$ cat src/rtl/srs_pkg.sv
// Package for the sweep range segmenter: widths, limits, payload and control structs.
// Depends on nothing; every other file of the block imports it.
`default_nettype none

package srs_pkg;

	// Frequency word and run limit
	localparam int FREQ_BITS    = 48;
	localparam int MAX_SEGMENTS = 64;
	localparam int CNT_W        = (MAX_SEGMENTS > 1) ? $clog2(MAX_SEGMENTS) : 1;
	localparam int DIV_CNT_W    = $clog2(FREQ_BITS);

	// Configuration port geometry: four 48-bit registers at 8-byte spacing
	localparam int CFG_DATA_W = 64;
	localparam int CFG_ADDR_W = 5;

	typedef logic [FREQ_BITS-1:0] freq_t;

	localparam freq_t FREQ_MAX = '1;

	// Register indexes
	typedef enum logic [1:0] {
		REG_RX_MIN   = 2'd0,
		REG_RX_MAX   = 2'd1,
		REG_SPAN     = 2'd2,
		REG_MIN_STEP = 2'd3
	} reg_idx_t;

	// Register reset values
	localparam freq_t RX_MIN_RST   = '0;
	localparam freq_t RX_MAX_RST   = FREQ_MAX;
	localparam freq_t SPAN_RST     = freq_t'(20000000);
	localparam freq_t MIN_STEP_RST = freq_t'(1000);

	// Request transaction
	typedef struct packed {
		freq_t       range_lower_hz;
		freq_t       range_upper_hz;
		freq_t       req_res_hz;
		logic [23:0] dwell_time_us;
		logic [1:0]  request_priority;
		logic [2:0]  request_intent;
	} req_t;

	// Result transaction
	typedef struct packed {
		freq_t       seg_lower_hz;
		freq_t       seg_upper_hz;
		freq_t       seg_center_hz;
		freq_t       seg_width_hz;
		freq_t       seg_bin_hz;
		logic [23:0] seg_dwell_us;
		logic [1:0]  seg_priority;
		logic [2:0]  seg_intent;
		logic        last_segment;
		logic        truncated;
	} seg_t;

	// Clipped job handed from the front end to the segment engine
	typedef struct packed {
		freq_t       lo;
		freq_t       hi;
		freq_t       bin;
		logic [23:0] dwell;
		logic [1:0]  prio;
		logic [2:0]  intent;
	} job_t;

	// Configuration register group
	typedef struct packed {
		freq_t rx_min;
		freq_t rx_max;
		freq_t span;
		freq_t min_step;
	} cfg_t;

	// Queue status of the job queue, seen by the front end and the segment engine
	typedef struct packed {
		logic full;
		logic empty;
	} q_stat_t;

endpackage

`default_nettype wire

$ cat src/rtl/srs_front.sv
// Front end: takes request transactions, clips them to the tuning limits, drops
// empty ones and pushes the rest as jobs. Depends on srs_pkg.
`default_nettype none

module srs_front
	import srs_pkg::*;
(
	input  wire logic    clk,
	input  wire logic    arst_n,
	input  wire logic    push,
	output logic         full,
	input  wire req_t    req,
	input  wire cfg_t    cfg,
	output logic         job_push,
	output job_t         job,
	input  wire q_stat_t job_q_stat
);

	logic  valid_s1;
	req_t  req_s1;
	freq_t lo_c;
	freq_t hi_c;
	logic  drop;
	logic  advance;

	// Clip and classify the captured request
	always_comb begin
		lo_c = (req_s1.range_lower_hz < cfg.rx_min) ? cfg.rx_min : req_s1.range_lower_hz;
		hi_c = (req_s1.range_upper_hz > cfg.rx_max) ? cfg.rx_max : req_s1.range_upper_hz;
		drop = (req_s1.range_upper_hz <= req_s1.range_lower_hz) || (hi_c <= lo_c);
	end

	always_comb begin
		job.lo     = lo_c;
		job.hi     = hi_c;
		job.bin    = (req_s1.req_res_hz > cfg.min_step) ? req_s1.req_res_hz
		                                                : cfg.min_step;
		job.dwell  = req_s1.dwell_time_us;
		job.prio   = req_s1.request_priority;
		job.intent = req_s1.request_intent;
	end

	assign advance  = !valid_s1 || drop || !job_q_stat.full;
	assign job_push = valid_s1 && !drop && !job_q_stat.full;
	assign full     = !advance;

	// Capture stage
	always_ff @(posedge clk or negedge arst_n) begin
		if (!arst_n) begin
			valid_s1 <= 1'b0;
		end else if (advance) begin
			valid_s1 <= push;
		end
	end

	always_ff @(posedge clk) begin
		if (advance && push) begin
			req_s1 <= req;
		end
	end

endmodule

`default_nettype wire

$ cat src/rtl/srs_job_q.sv
// Two-entry job queue between the front end and the segment engine.
// Depends on srs_pkg.
`default_nettype none

module srs_job_q
	import srs_pkg::*;
(
	input  wire logic clk,
	input  wire logic arst_n,
	input  wire logic push,
	input  wire job_t wr_job,
	input  wire logic pop,
	output job_t      rd_job,
	output q_stat_t   stat
);

	job_t       entry_q [2];
	logic       wr_ptr_q;
	logic       rd_ptr_q;
	logic [1:0] count_q;
	logic       do_push;
	logic       do_pop;

	assign stat.full  = (count_q == 2'd2);
	assign stat.empty = (count_q == 2'd0);
	assign do_push    = push && !stat.full;
	assign do_pop     = pop && !stat.empty;
	assign rd_job     = entry_q[rd_ptr_q];

	// Pointers and fill count
	always_ff @(posedge clk or negedge arst_n) begin
		if (!arst_n) begin
			wr_ptr_q <= 1'b0;
			rd_ptr_q <= 1'b0;
			count_q  <= 2'd0;
		end else begin
			if (do_push) wr_ptr_q <= !wr_ptr_q;
			if (do_pop)  rd_ptr_q <= !rd_ptr_q;
			case ({do_push, do_pop})
				2'b10:   count_q <= count_q + 2'd1;
				2'b01:   count_q <= count_q - 2'd1;
				default: count_q <= count_q;
			endcase
		end
	end

	// Storage
	always_ff @(posedge clk) begin
		if (do_push) begin
			entry_q[wr_ptr_q] <= wr_job;
		end
	end

endmodule

`default_nettype wire

$ cat src/rtl/srs_seg_engine.sv
// Segment engine: walks a job's range segment by segment, rounding edges up to
// the bin width with a bit-serial remainder unit. Depends on srs_pkg.
`default_nettype none

module srs_seg_engine
	import srs_pkg::*;
(
	input  wire logic    clk,
	input  wire logic    arst_n,
	input  wire freq_t   span,
	input  wire job_t    job,
	input  wire q_stat_t job_q_stat,
	output logic         job_pop,
	output logic         empty,
	input  wire logic    pop,
	output seg_t         seg
);

	typedef enum logic [6:0] {
		ST_IDLE  = 7'b0000001,
		ST_ADD   = 7'b0000010,
		ST_DIV   = 7'b0000100,
		ST_GAP   = 7'b0001000,
		ST_ROUND = 7'b0010000,
		ST_WID   = 7'b0100000,
		ST_EMIT  = 7'b1000000
	} state_t;

	state_t               state_q;
	job_t                 job_q;
	freq_t                cursor_q;
	freq_t                up_q;
	freq_t                width_q;
	freq_t                rem_q;
	freq_t                dvd_q;
	freq_t                gap_q;
	logic [DIV_CNT_W-1:0] div_cnt_q;
	logic [CNT_W-1:0]     cnt_q;
	logic                 last_q;
	logic                 trunc_q;
	logic                 out_valid_q;
	seg_t                 out_q;

	logic [FREQ_BITS:0]   add_sum;
	freq_t                add_sat;
	logic [FREQ_BITS:0]   rnd_sum;
	freq_t                rnd_sat;
	logic [FREQ_BITS:0]   trial;
	logic                 trial_ge;
	logic                 out_load;

	// Span add and round-up add, both saturating
	always_comb begin
		add_sum = {1'b0, cursor_q} + {1'b0, span};
		add_sat = add_sum[FREQ_BITS] ? FREQ_MAX : add_sum[FREQ_BITS-1:0];
		rnd_sum = {1'b0, up_q} + {1'b0, gap_q};
		rnd_sat = rnd_sum[FREQ_BITS] ? FREQ_MAX : rnd_sum[FREQ_BITS-1:0];
	end

	// One restoring step of the remainder
	always_comb begin
		trial    = {rem_q, dvd_q[FREQ_BITS-1]};
		trial_ge = (trial >= {1'b0, job_q.bin});
	end

	assign out_load = (state_q == ST_EMIT) && (!out_valid_q || pop);
	assign job_pop  = (state_q == ST_IDLE) && !job_q_stat.empty;
	assign empty    = !out_valid_q;
	assign seg      = out_q;

	// Sequencer
	always_ff @(posedge clk or negedge arst_n) begin
		if (!arst_n) begin
			state_q <= ST_IDLE;
		end else begin
			case (state_q)
				ST_IDLE: begin
					if (!job_q_stat.empty) state_q <= ST_ADD;
				end
				ST_ADD: begin
					if ((add_sat < job_q.hi) && (job_q.bin != '0)) state_q <= ST_DIV;
					else state_q <= ST_WID;
				end
				ST_DIV: begin
					if (div_cnt_q == DIV_CNT_W'(FREQ_BITS - 1)) state_q <= ST_GAP;
				end
				ST_GAP: begin
					state_q <= (rem_q == '0) ? ST_WID : ST_ROUND;
				end
				ST_ROUND: begin
					state_q <= ST_WID;
				end
				ST_WID: begin
					state_q <= ST_EMIT;
				end
				ST_EMIT: begin
					if (out_load) state_q <= last_q ? ST_IDLE : ST_ADD;
				end
				default: begin
					state_q <= ST_IDLE;
				end
			endcase
		end
	end

	// Datapath registers
	always_ff @(posedge clk) begin
		case (state_q)
			ST_IDLE: begin
				job_q    <= job;
				cursor_q <= job.lo;
				cnt_q    <= '0;
			end
			ST_ADD: begin
				up_q      <= (add_sat > job_q.hi) ? job_q.hi : add_sat;
				dvd_q     <= (add_sat > job_q.hi) ? job_q.hi : add_sat;
				rem_q     <= '0;
				div_cnt_q <= '0;
			end
			ST_DIV: begin
				rem_q     <= trial_ge ? freq_t'(trial - {1'b0, job_q.bin})
				                      : trial[FREQ_BITS-1:0];
				dvd_q     <= {dvd_q[FREQ_BITS-2:0], 1'b0};
				div_cnt_q <= div_cnt_q + 1'b1;
			end
			ST_GAP: begin
				gap_q <= job_q.bin - rem_q;
			end
			ST_ROUND: begin
				up_q <= (rnd_sat > job_q.hi) ? job_q.hi : rnd_sat;
			end
			ST_WID: begin
				width_q <= up_q - cursor_q;
				last_q  <= (up_q <= cursor_q) || (up_q >= job_q.hi)
				           || (cnt_q == CNT_W'(MAX_SEGMENTS - 1));
				trunc_q <= !((up_q <= cursor_q) || (up_q >= job_q.hi))
				           && (cnt_q == CNT_W'(MAX_SEGMENTS - 1));
			end
			ST_EMIT: begin
				if (out_load && !last_q) begin
					cursor_q <= up_q;
					cnt_q    <= cnt_q + 1'b1;
				end
			end
			default: begin
				cnt_q <= cnt_q;
			end
		endcase
	end

	// Output register
	always_ff @(posedge clk or negedge arst_n) begin
		if (!arst_n) begin
			out_valid_q <= 1'b0;
		end else if (out_load) begin
			out_valid_q <= 1'b1;
		end else if (pop) begin
			out_valid_q <= 1'b0;
		end
	end

	always_ff @(posedge clk) begin
		if (out_load) begin
			out_q.seg_lower_hz  <= cursor_q;
			out_q.seg_upper_hz  <= up_q;
			out_q.seg_center_hz <= cursor_q + (width_q >> 1);
			out_q.seg_width_hz  <= width_q;
			out_q.seg_bin_hz    <= job_q.bin;
			out_q.seg_dwell_us  <= job_q.dwell;
			out_q.seg_priority  <= job_q.prio;
			out_q.seg_intent    <= job_q.intent;
			out_q.last_segment  <= last_q;
			out_q.truncated     <= trunc_q;
		end
	end

endmodule

`default_nettype wire

$ cat src/rtl/sweep_range_segmenter_top.sv
// Sweep range segmenter: top level with the configuration registers.
// Depends on srs_pkg, srs_front, srs_job_q and srs_seg_engine.
//
// Use: write request transactions with push while full is low. Each request is
// clipped to [rx_min, rx_max] and cut into segments of the configured span, their
// upper edges rounded up to whole bins; results come out of a queue-like port:
// while empty is low the oldest segment is on seg, and pop takes it. Empty or
// fully clipped requests give no results. At most 64 segments per request; the
// last one carries last_segment, and truncated when the limit cut the range short.
// A request passes the capture stage and the job queue before the engine takes
// it. Each segment runs the add, width and emit steps; when its edge falls short
// of the range end and the bin width is not zero, the bit-serial remainder unit
// (one bit per cycle over 48 bits) and a gap step come between, and the unit sets
// the rate; a round-up step follows a nonzero remainder. Requests are handled one
// at a time; three more can wait, one in the capture stage, two in the job queue.
// A stalled receiver holds the output register; the engine waits and the
// front end keeps taking requests until its queue is full.
// Reset (arst_n low) empties everything and loads the register reset values.
// Registers sit at byte addresses 0, 8, 16, 24 (rx_min, rx_max, span, min_step).
`default_nettype none

module sweep_range_segmenter_top
	import srs_pkg::*;
(
	input  wire logic                  clk,
	input  wire logic                  arst_n,
	input  wire logic                  push,
	output logic                       full,
	input  wire req_t                  req,
	output logic                       empty,
	input  wire logic                  pop,
	output seg_t                       seg,
	input  wire logic                  psel,
	input  wire logic                  penable,
	input  wire logic                  pwrite,
	input  wire logic [CFG_ADDR_W-1:0] paddr,
	input  wire logic [CFG_DATA_W-1:0] pwdata,
	output logic [CFG_DATA_W-1:0]      prdata,
	output logic                       pready
);

	cfg_t     cfg_q;
	reg_idx_t reg_idx;
	logic     cfg_wr;
	logic     job_push;
	job_t     job_in;
	job_t     job_out;
	logic     job_pop;
	q_stat_t  job_q_stat;

	assign pready  = 1'b1;
	assign reg_idx = reg_idx_t'(paddr[4:3]);
	assign cfg_wr  = psel && penable && pwrite && pready;

	// Configuration registers
	always_ff @(posedge clk or negedge arst_n) begin
		if (!arst_n) begin
			cfg_q.rx_min   <= RX_MIN_RST;
			cfg_q.rx_max   <= RX_MAX_RST;
			cfg_q.span     <= SPAN_RST;
			cfg_q.min_step <= MIN_STEP_RST;
		end else if (cfg_wr) begin
			case (reg_idx)
				REG_RX_MIN:   cfg_q.rx_min   <= pwdata[FREQ_BITS-1:0];
				REG_RX_MAX:   cfg_q.rx_max   <= pwdata[FREQ_BITS-1:0];
				REG_SPAN:     cfg_q.span     <= pwdata[FREQ_BITS-1:0];
				REG_MIN_STEP: cfg_q.min_step <= pwdata[FREQ_BITS-1:0];
				default:      cfg_q          <= cfg_q;
			endcase
		end
	end

	// Register readback
	always_comb begin
		case (reg_idx)
			REG_RX_MIN:   prdata = CFG_DATA_W'(cfg_q.rx_min);
			REG_RX_MAX:   prdata = CFG_DATA_W'(cfg_q.rx_max);
			REG_SPAN:     prdata = CFG_DATA_W'(cfg_q.span);
			REG_MIN_STEP: prdata = CFG_DATA_W'(cfg_q.min_step);
			default:      prdata = '0;
		endcase
	end

	srs_front u_front (
		.clk        (clk),
		.arst_n     (arst_n),
		.push       (push),
		.full       (full),
		.req        (req),
		.cfg        (cfg_q),
		.job_push   (job_push),
		.job        (job_in),
		.job_q_stat (job_q_stat)
	);

	srs_job_q u_job_q (
		.clk    (clk),
		.arst_n (arst_n),
		.push   (job_push),
		.wr_job (job_in),
		.pop    (job_pop),
		.rd_job (job_out),
		.stat   (job_q_stat)
	);

	srs_seg_engine u_engine (
		.clk        (clk),
		.arst_n     (arst_n),
		.span       (cfg_q.span),
		.job        (job_out),
		.job_q_stat (job_q_stat),
		.job_pop    (job_pop),
		.empty      (empty),
		.pop        (pop),
		.seg        (seg)
	);

endmodule

`default_nettype wire

$ cat config.mk
export PLATFORM = sky130hd
export DESIGN_NAME = sweep_range_segmenter_top
export DESIGN_NICKNAME = d
export VERILOG_FILES = /design/src/rtl/srs_pkg.sv /design/src/rtl/srs_front.sv /design/src/rtl/srs_job_q.sv /design/src/rtl/srs_seg_engine.sv /design/src/rtl/sweep_range_segmenter_top.sv
export SDC_FILE = /design/constraint.sdc
export NUM_CORES = 2
export LEC_CHECK = 0
export BUFFER_PORTS_ARGS = -buffer_cell sky130_fd_sc_hd__buf_4
export CAP_MARGIN = 20
export CORE_ASPECT_RATIO = 1.5
export CORE_UTILIZATION = 30
export CTS_CLUSTER_DIAMETER = 100
export CTS_CLUSTER_SIZE = 28
export DETAILED_ROUTE_END_ITERATION = 8
export HOLD_SLACK_MARGIN = 0.02
export PLACE_DENSITY = 0.51
export SLEW_MARGIN = 20
export SYNTH_ARGS = -nofsm -noshare
export SYNTH_HDL_FRONTEND = slang
export SYNTH_SLANG_ARGS = --single-unit
$ cat constraint.sdc
create_clock -name clk -period 16.2 [get_ports clk]
set_input_delay 3.24 -clock clk [delete_from_list [all_inputs] [get_ports clk]]
set_output_delay 3.24 -clock clk [all_outputs]
set_load 0.02 [all_outputs]
### Word-level counts from Yosys, hierarchy flattened

Memory sizes are Yosys's and may differ from the RTL's.
Cells that the tools add are included.

* bits in registers: 1076
* RAM bits: 346
* input port bits: 249
* output and inout port bits: 338
* logic and storage cells: 154
* memories kept: 1

Memory list
* u_job_q.entry_q: words 2, bits a word 173, rd ports 1, clocked after Yosys merged registers in 0, write ports 1, RTL line srs_job_q.sv:17 `job_t entry_q [2];`

* $add $sub $neg: 10
* order comparisons: 11
* equal/unequal tests: 19
* muxes and demuxes: 29
* reduce and logical (&&, ||, !) cells: 43

Operators by type and width (number)
* $mux 48: 9
* $pmux 48 s2: 4
* $pmux 64 s4: 1
* $gt 48x48->1: 4
* $le 48x48->1: 3
* $sub 48x48->48: 3
* $add 48x48->49: 2
* $lt 48x48->1: 2
* $ge 49x48->1: 1
* $pmux 7 s7: 1
* $add 48x47->48: 1
* $ge 48x48->1: 1
* $logic_not 48->1: 1
* $reduce_bool 48->1: 1
* $pmux 6 s2: 2
* $mux 7: 3
* $mux 6: 3
* $add 6x1->6 const B: 2
* $eq 6x6->1 const B: 2
* $logic_and 1x1->1: 12
* $logic_not 1->1: 10
* $reduce_and 2->1: 5
* $reduce_bool 2->1: 5
* $eq 2x2->1 const B: 4
* other kinds (18): 30

### Logic depth before layout (Yosys ltp)

* depth in word-level cells: 10
* depth in mapped cells: 33
* mapped depth without buffers: 31

### Cells and area by module

A second synthesis with hierarchy kept.

* cell total of the unflattened synthesis: 6580
* area total of the unflattened synthesis: 79899.1 sq um

Modules (own cells, without submodules)
* srs_seg_engine: instances 1, cells each 4322, area an instance 45125.8 sq um, sequential area each 21161.5 sq um
* srs_front: instances 1, cells each 1212, area an instance 13455.4 sq um, sequential area each 5220.0 sq um
* srs_job_q: instances 1, cells each 556, area an instance 12739.7 sq um, sequential area each 10490.1 sq um
* sweep_range_segmenter_top: instances 1, cells each 490, area an instance 8578.2 sq um, sequential area each 4882.2 sq um

### Least setup slack after synthesis

Ideal clock, no wire load.

* kind: input to register
* from: in pop
* to: reg u_engine.out_q, in the netlist u_engine.seg[0] (enable)
* setup time: 0.907 ns
* data arrival time: 14.513 ns
* required time: 15.293 ns
* slack: 0.780 ns
* stages on the path: 2
* buffers on the path: 0
* path through: nor2_1 > nor2_1

* cells in the longest elaborated chain, start to end: 2

Ends and longest elaborated chain
* from (decl): RTL line sweep_range_segmenter_top.sv:31 `input wire logic pop,`
* $logic_or 1x1->1: RTL line srs_seg_engine.sv:66 `assign out_load = (state_q == ST_EMIT) && (!out_valid_q || pop);`
* $logic_and 1x1->1: RTL line srs_seg_engine.sv:66
* via u_engine.out_load: RTL line srs_seg_engine.sv:50 `logic out_load;`
* to (decl): RTL line srs_seg_engine.sv:42 `seg_t out_q;`

The timed path passes the listed nets, and every way through them passes these cells.
A chain may end at the register's enable or synchronous reset.

### Worst setup path after layout

* from: reg cfg_q[145] in the netlist's numbering
* to: out full

* cells in the longest elaborated chain, start to end: 7

Ends and longest elaborated chain
* from (decl): RTL line sweep_range_segmenter_top.sv:42 `cfg_t cfg_q;`
* from (signal assigned): RTL line sweep_range_segmenter_top.sv:68 `default: cfg_q <= cfg_q;`
* $lt 48x48->1: RTL line srs_front.sv:28 `lo_c = (req_s1.range_lower_hz < cfg.rx_min) ? cfg.rx_min : req_s1.range_lower_hz;`
* $mux 48 (*): RTL line srs_front.sv:28
* $le 48x48->1 (*): RTL line srs_front.sv:30 `drop = (req_s1.range_upper_hz <= req_s1.range_lower_hz) || (hi_c <= lo_c);`
* $logic_or 1x1->1 (*): RTL line srs_front.sv:30
* $logic_or 1x1->1 (*) (2 in a row): RTL line srs_front.sv:43 `assign advance = !valid_s1 || drop || !job_q_stat.full;`
* $logic_not 1->1 (*): RTL line srs_front.sv:45 `assign full = !advance;`
* to (decl): RTL line sweep_range_segmenter_top.sv:28 `output logic full,`

Mark *: on every way between the ends. The rest lies on a longest branch, timed or not.

==> flow_summary.json <==
{
  "outcome": "completed",
  "drt_wl_total_mm": 264,
  "routedWlPerCell_um": 25.4,
  "cp.required_ns": 12.96,
  "syn_inst": 6378,
  "final_min_period_over_clock_period_pct": 69.7,
  "clock_insertion_delay_worst_skew_ns": 0.75,
  "synth_simple_gate_area_share_pct": 8.09,
  "nFillCells": 25700,
  "crit_path_top_delay_cell": "nor4bb_2",
  "rsz0062_at_grt": "no",
  "ios": 587,
  "grt_use_total_pct": 19.7,
  "synth-edff-count": 1217,
  "cts.path.max_buffers": 3,
  "maxClockFrequency_mhz": 88.5,
  "number_of_global_route_vias_before_repair": 53200,
  "gr_ovfl_total": 0,
  "synth.distinct_cells": 86,
  "yosys_warnings": 0,
  "power_per_cell_area_nw_per_um2": 206,
  "core_area_um2": 257000,
  "place_hpwl_mm": 209,
  "layout.nets": 7801,
  "dr.pass1.iters": 5,
  "layout_cells_sized_above_1_pct": 18.0,
  "cts_resized": 0,
  "synth.yosys.seq_area_share_pct": 53.7,
  "gp_congestion": 0.919,
  "synth-async-reset-ratio_pct": 14.4,
  "die_width_um": 418,
  "route.detailed.drc": 0,
  "synth_compound_gate_area_share_pct": 11.4,
  "cts_inserted_buffers": 69,
  "post-route-worst-setup-slack_ns": 4.90,
  "post_cts_buffers": 0,
  "avgSynthCellArea_um2": 12.2,
  "clk_root_buffer_cell": "clkbuf_16",
  "fin_setup_tns_ns": 0,
  "die_h_um": 625,
  "clk_pin_slew_ns": 0.12,
  "buffer_ports.inserted": 550,
  "floorplan.initialDensity_pct": 30.2,
  "die_area_um2": 261000,
  "number_of_antenna_violations_at_the_first_check_in_global_routing": 33,
  "cp_common_cell": "o21ai_0",
  "hold_violations": 0,
  "tritoncts": "yes",
  "holdPathStages": 0,
  "max_slew.worst_pin.slew_ns": 1.08,
  "rr_worst_depth": 26,
  "routed_vias": 52400,
  "prevailing_post_synth_register_cell": "edfxtp_1",
  "row_count": 228,
  "syn_area_um2": 77700,
  "multi_input_comb_area_um2": 33700,
  "maxcap_violations": 0,
  "timing.slew.headroom_pct": 27.9,
  "postLayoutCellArea_um2": 88500,
  "cts_sinks": 1422,
  "timing.reg2reg.setup_slack_ns": 6.17,
  "whs_endpoint": "u_engine.seg[25]$_DFFE_PP_",
  "yosys_reg_bits": 1422,
  "critical_path.reg2reg.startpoint": "u_engine.cursor_q[1]$_DFFE_PP_",
  "timing.critical_path.from_type": "register",
  "synthMuxAreaShare_pct": 9.45,
  "synth_adder_area_share_pct": 11.0,
  "placed_area_um2": 86100,
  "path_max_fanout": 95,
  "grt_max_degree": 133,
  "critical_path_arrival_ns": 8.06,
  "clock_tree.htree_level_count": 3,
  "route.antenna.remaining_nets": 0,
  "worst_setup_path_end_kind": "output port",
  "power.leakage_nw": 35.9,
  "vias_per_cell": 5.04,
  "final-setup-viol-count": 0,
  "vdd_ir_drop_max_mv": 0.220,
  "clock_skew_ns": 0.0607,
  "max_stage_delay_ns": 0.82,
  "worstSetupPathType": "reg -> out",
  "min_period_ns": 11.30,
  "destination_of_the_worst_register_to_register_timing_path": "u_engine.up_q[40]$_DFFE_PP_",
  "xor_xnor_share_of_the_synthesized_area_pct": 3.01,
  "grt_first_pass_wirelength_mm": 373,
  "ff_latch_area_um2": 41800,
  "iter_0_drt_violations": 3650,
  "place_worst_setup_slack_ns": 5.42,
  "slew_viol_final": 0,
  "crit_chain": "inv_1 -> ha_1 -> a21o_1 -> a21o_1 -> a21oi_1 -> nor2b_1 -> o21ai_0 -> a21oi_1 -> o21ai_0 -> and4b_1 -> a211oi_1 -> o211ai_1 -> buf_12 -> mux2i_1 -> ha_1 -> nand4_1 -> nor4_1 -> nand3_1 -> o21ai_0 -> a221oi_1 -> nor4bb_2 -> and3_1 -> buf_4",
  "main_combinational_cell_family_by_area_after_synthesis": "compound AO/OA/AOI/OAI gates",
  "hold_path_class": "reg -> reg",
  "area_growth_syn_to_layout_pct": 13.9,
  "timing.hold.worst.start": "u_engine.job_q[23]$_DFFE_PP_",
  "hold_buffers": 0
}
metrics by stage:
step / util [%] / std cells / hold slack [ns] / total power, mW
2_1_floorplan: - / 6393 / 0.400 / 12.7
3_5_place_dp: 33.5 / 10300 / 0.405 / 16.1
5_1_grt: 34.4 / 10400 / 0.412 / 19.5
3_3_place_gp: 33.5 / 10300 / 0.405 / 15.9
4_1_cts: 34.4 / 10400 / 0.414 / 18.4
6_report: 34.4 / 10400 / 0.412 / 18.2
routing by layer:
layer	wire length [µm]	share of wire (%)	track usage, %
met1	112000	43	24.6
met2	130000	49	34.3
met3	9980	3.8	2.37
met4	11500	4.4	8.05
met5	200	0.076	0
cell usage in the layout (no fill, tap or decap), types with 116 or more instances in the layout:
| cell | count |
|---|---|
| o21ai_0 | 295 |
| ha_1 | 672 |
| buf_4 | 611 |
| xor2_1 | 116 |
| mux2i_1 | 211 |
| mux2_2 | 360 |
| inv_1 | 445 |
| nor2_1 | 357 |
| xnor2_1 | 151 |
| edfxtp_1 | 1217 |
| a21o_1 | 296 |
| nand4_1 | 129 |
| dfrtp_1 | 141 |
| a21oi_1 | 443 |
| nand2_1 | 354 |
worst max-delay path, delay by kind of cell, from the launching register on:
kind,cells,cell delay (ns)
compound gates,10,2.31
flops,1,0.39
fa+ha+maj,2,0.74
buf+inv,3,0.82
mux,1,0.17
simple gates,7,2.81
report_power, final:
| part | total (mW) | switching, mW | internal [mW] |
|---|---|---|---|
| combinational | 9.55 | 5.77 | 3.78 |
| sequential | 6.44 | 1.07 | 5.36 |
| clock | 2.23 | 1.33 | 0.899 |
| total | 18.2 | 8.17 | 10.0 |
registers in the layout, indices dropped and copies added, names as in the netlist, 125 cells and up:
| name | cells |
|---|---|
| u_job_q.entry_q | 346 |
| u_front.req_s1 | 144 |
| u_engine.job_q | 125 |
| u_engine.seg | 271 |
| cfg_q | 192 |
layout make-up:
cell class	instances	area share (%)
antenna	29	0.0820
clock buffer	96	2.14
clock inverter	25	0.455
inverter	446	1.90
multi-input combinational	4315	38.0
sequential	1422	47.2
tap	3450	4.88
timing repair buffer	620	5.39
cell families (layout without fill, tap and decap cells):
kind of cell	after synthesis	after routing
simple gates	1305	1305
buf+inv	656	1187
compound gates	1420	1420
other cells	2	46
xor+xnor	267	267
mux	628	628
flops	1422	1422
fa+ha+maj	678	678
cell usage after synthesis, types with 116 or more instances:
library cell	count	share of area (%)
nand4_1	129	1.0
a21o_1	296	2.9
dfrtp_1	142	4.6
o21ai_0	296	1.9
a21oi_1	445	2.9
mux2_2	360	5.2
mux2i_1	212	2.7
xnor2_1	151	1.7
clkbuf_1	152	0.73
nand2_1	356	1.7
nor2_1	359	1.7
edfxtp_1	1217	47
inv_1	446	2.2
ha_1	672	11
xor2_1	116	1.3
how the worst max path moves through the flow:
stage | start | endpoint | slack [ns] | cells after the start
2_1_floorplan | pop | u_engine.seg[0]$_DFFE_PP_ | 0.78 | 2
5_1_grt | cfg_q[153]$_DFFE_PN0P_ | full | 4.32 | 24
4_1_cts | cfg_q[145]$_DFFE_PN0P_ | full | 4.54 | 23
6_report | cfg_q[145]$_DFFE_PN0P_ | full | 4.90 | 23
3_5_place_dp | cfg_q[145]$_DFFE_PN0P_ | full | 5.42 | 23
3_3_place_gp | cfg_q[113]$_DFFE_PN1P_ | full | 5.44 | 24
No activity file was read; power rests on OpenSTA's default activity.
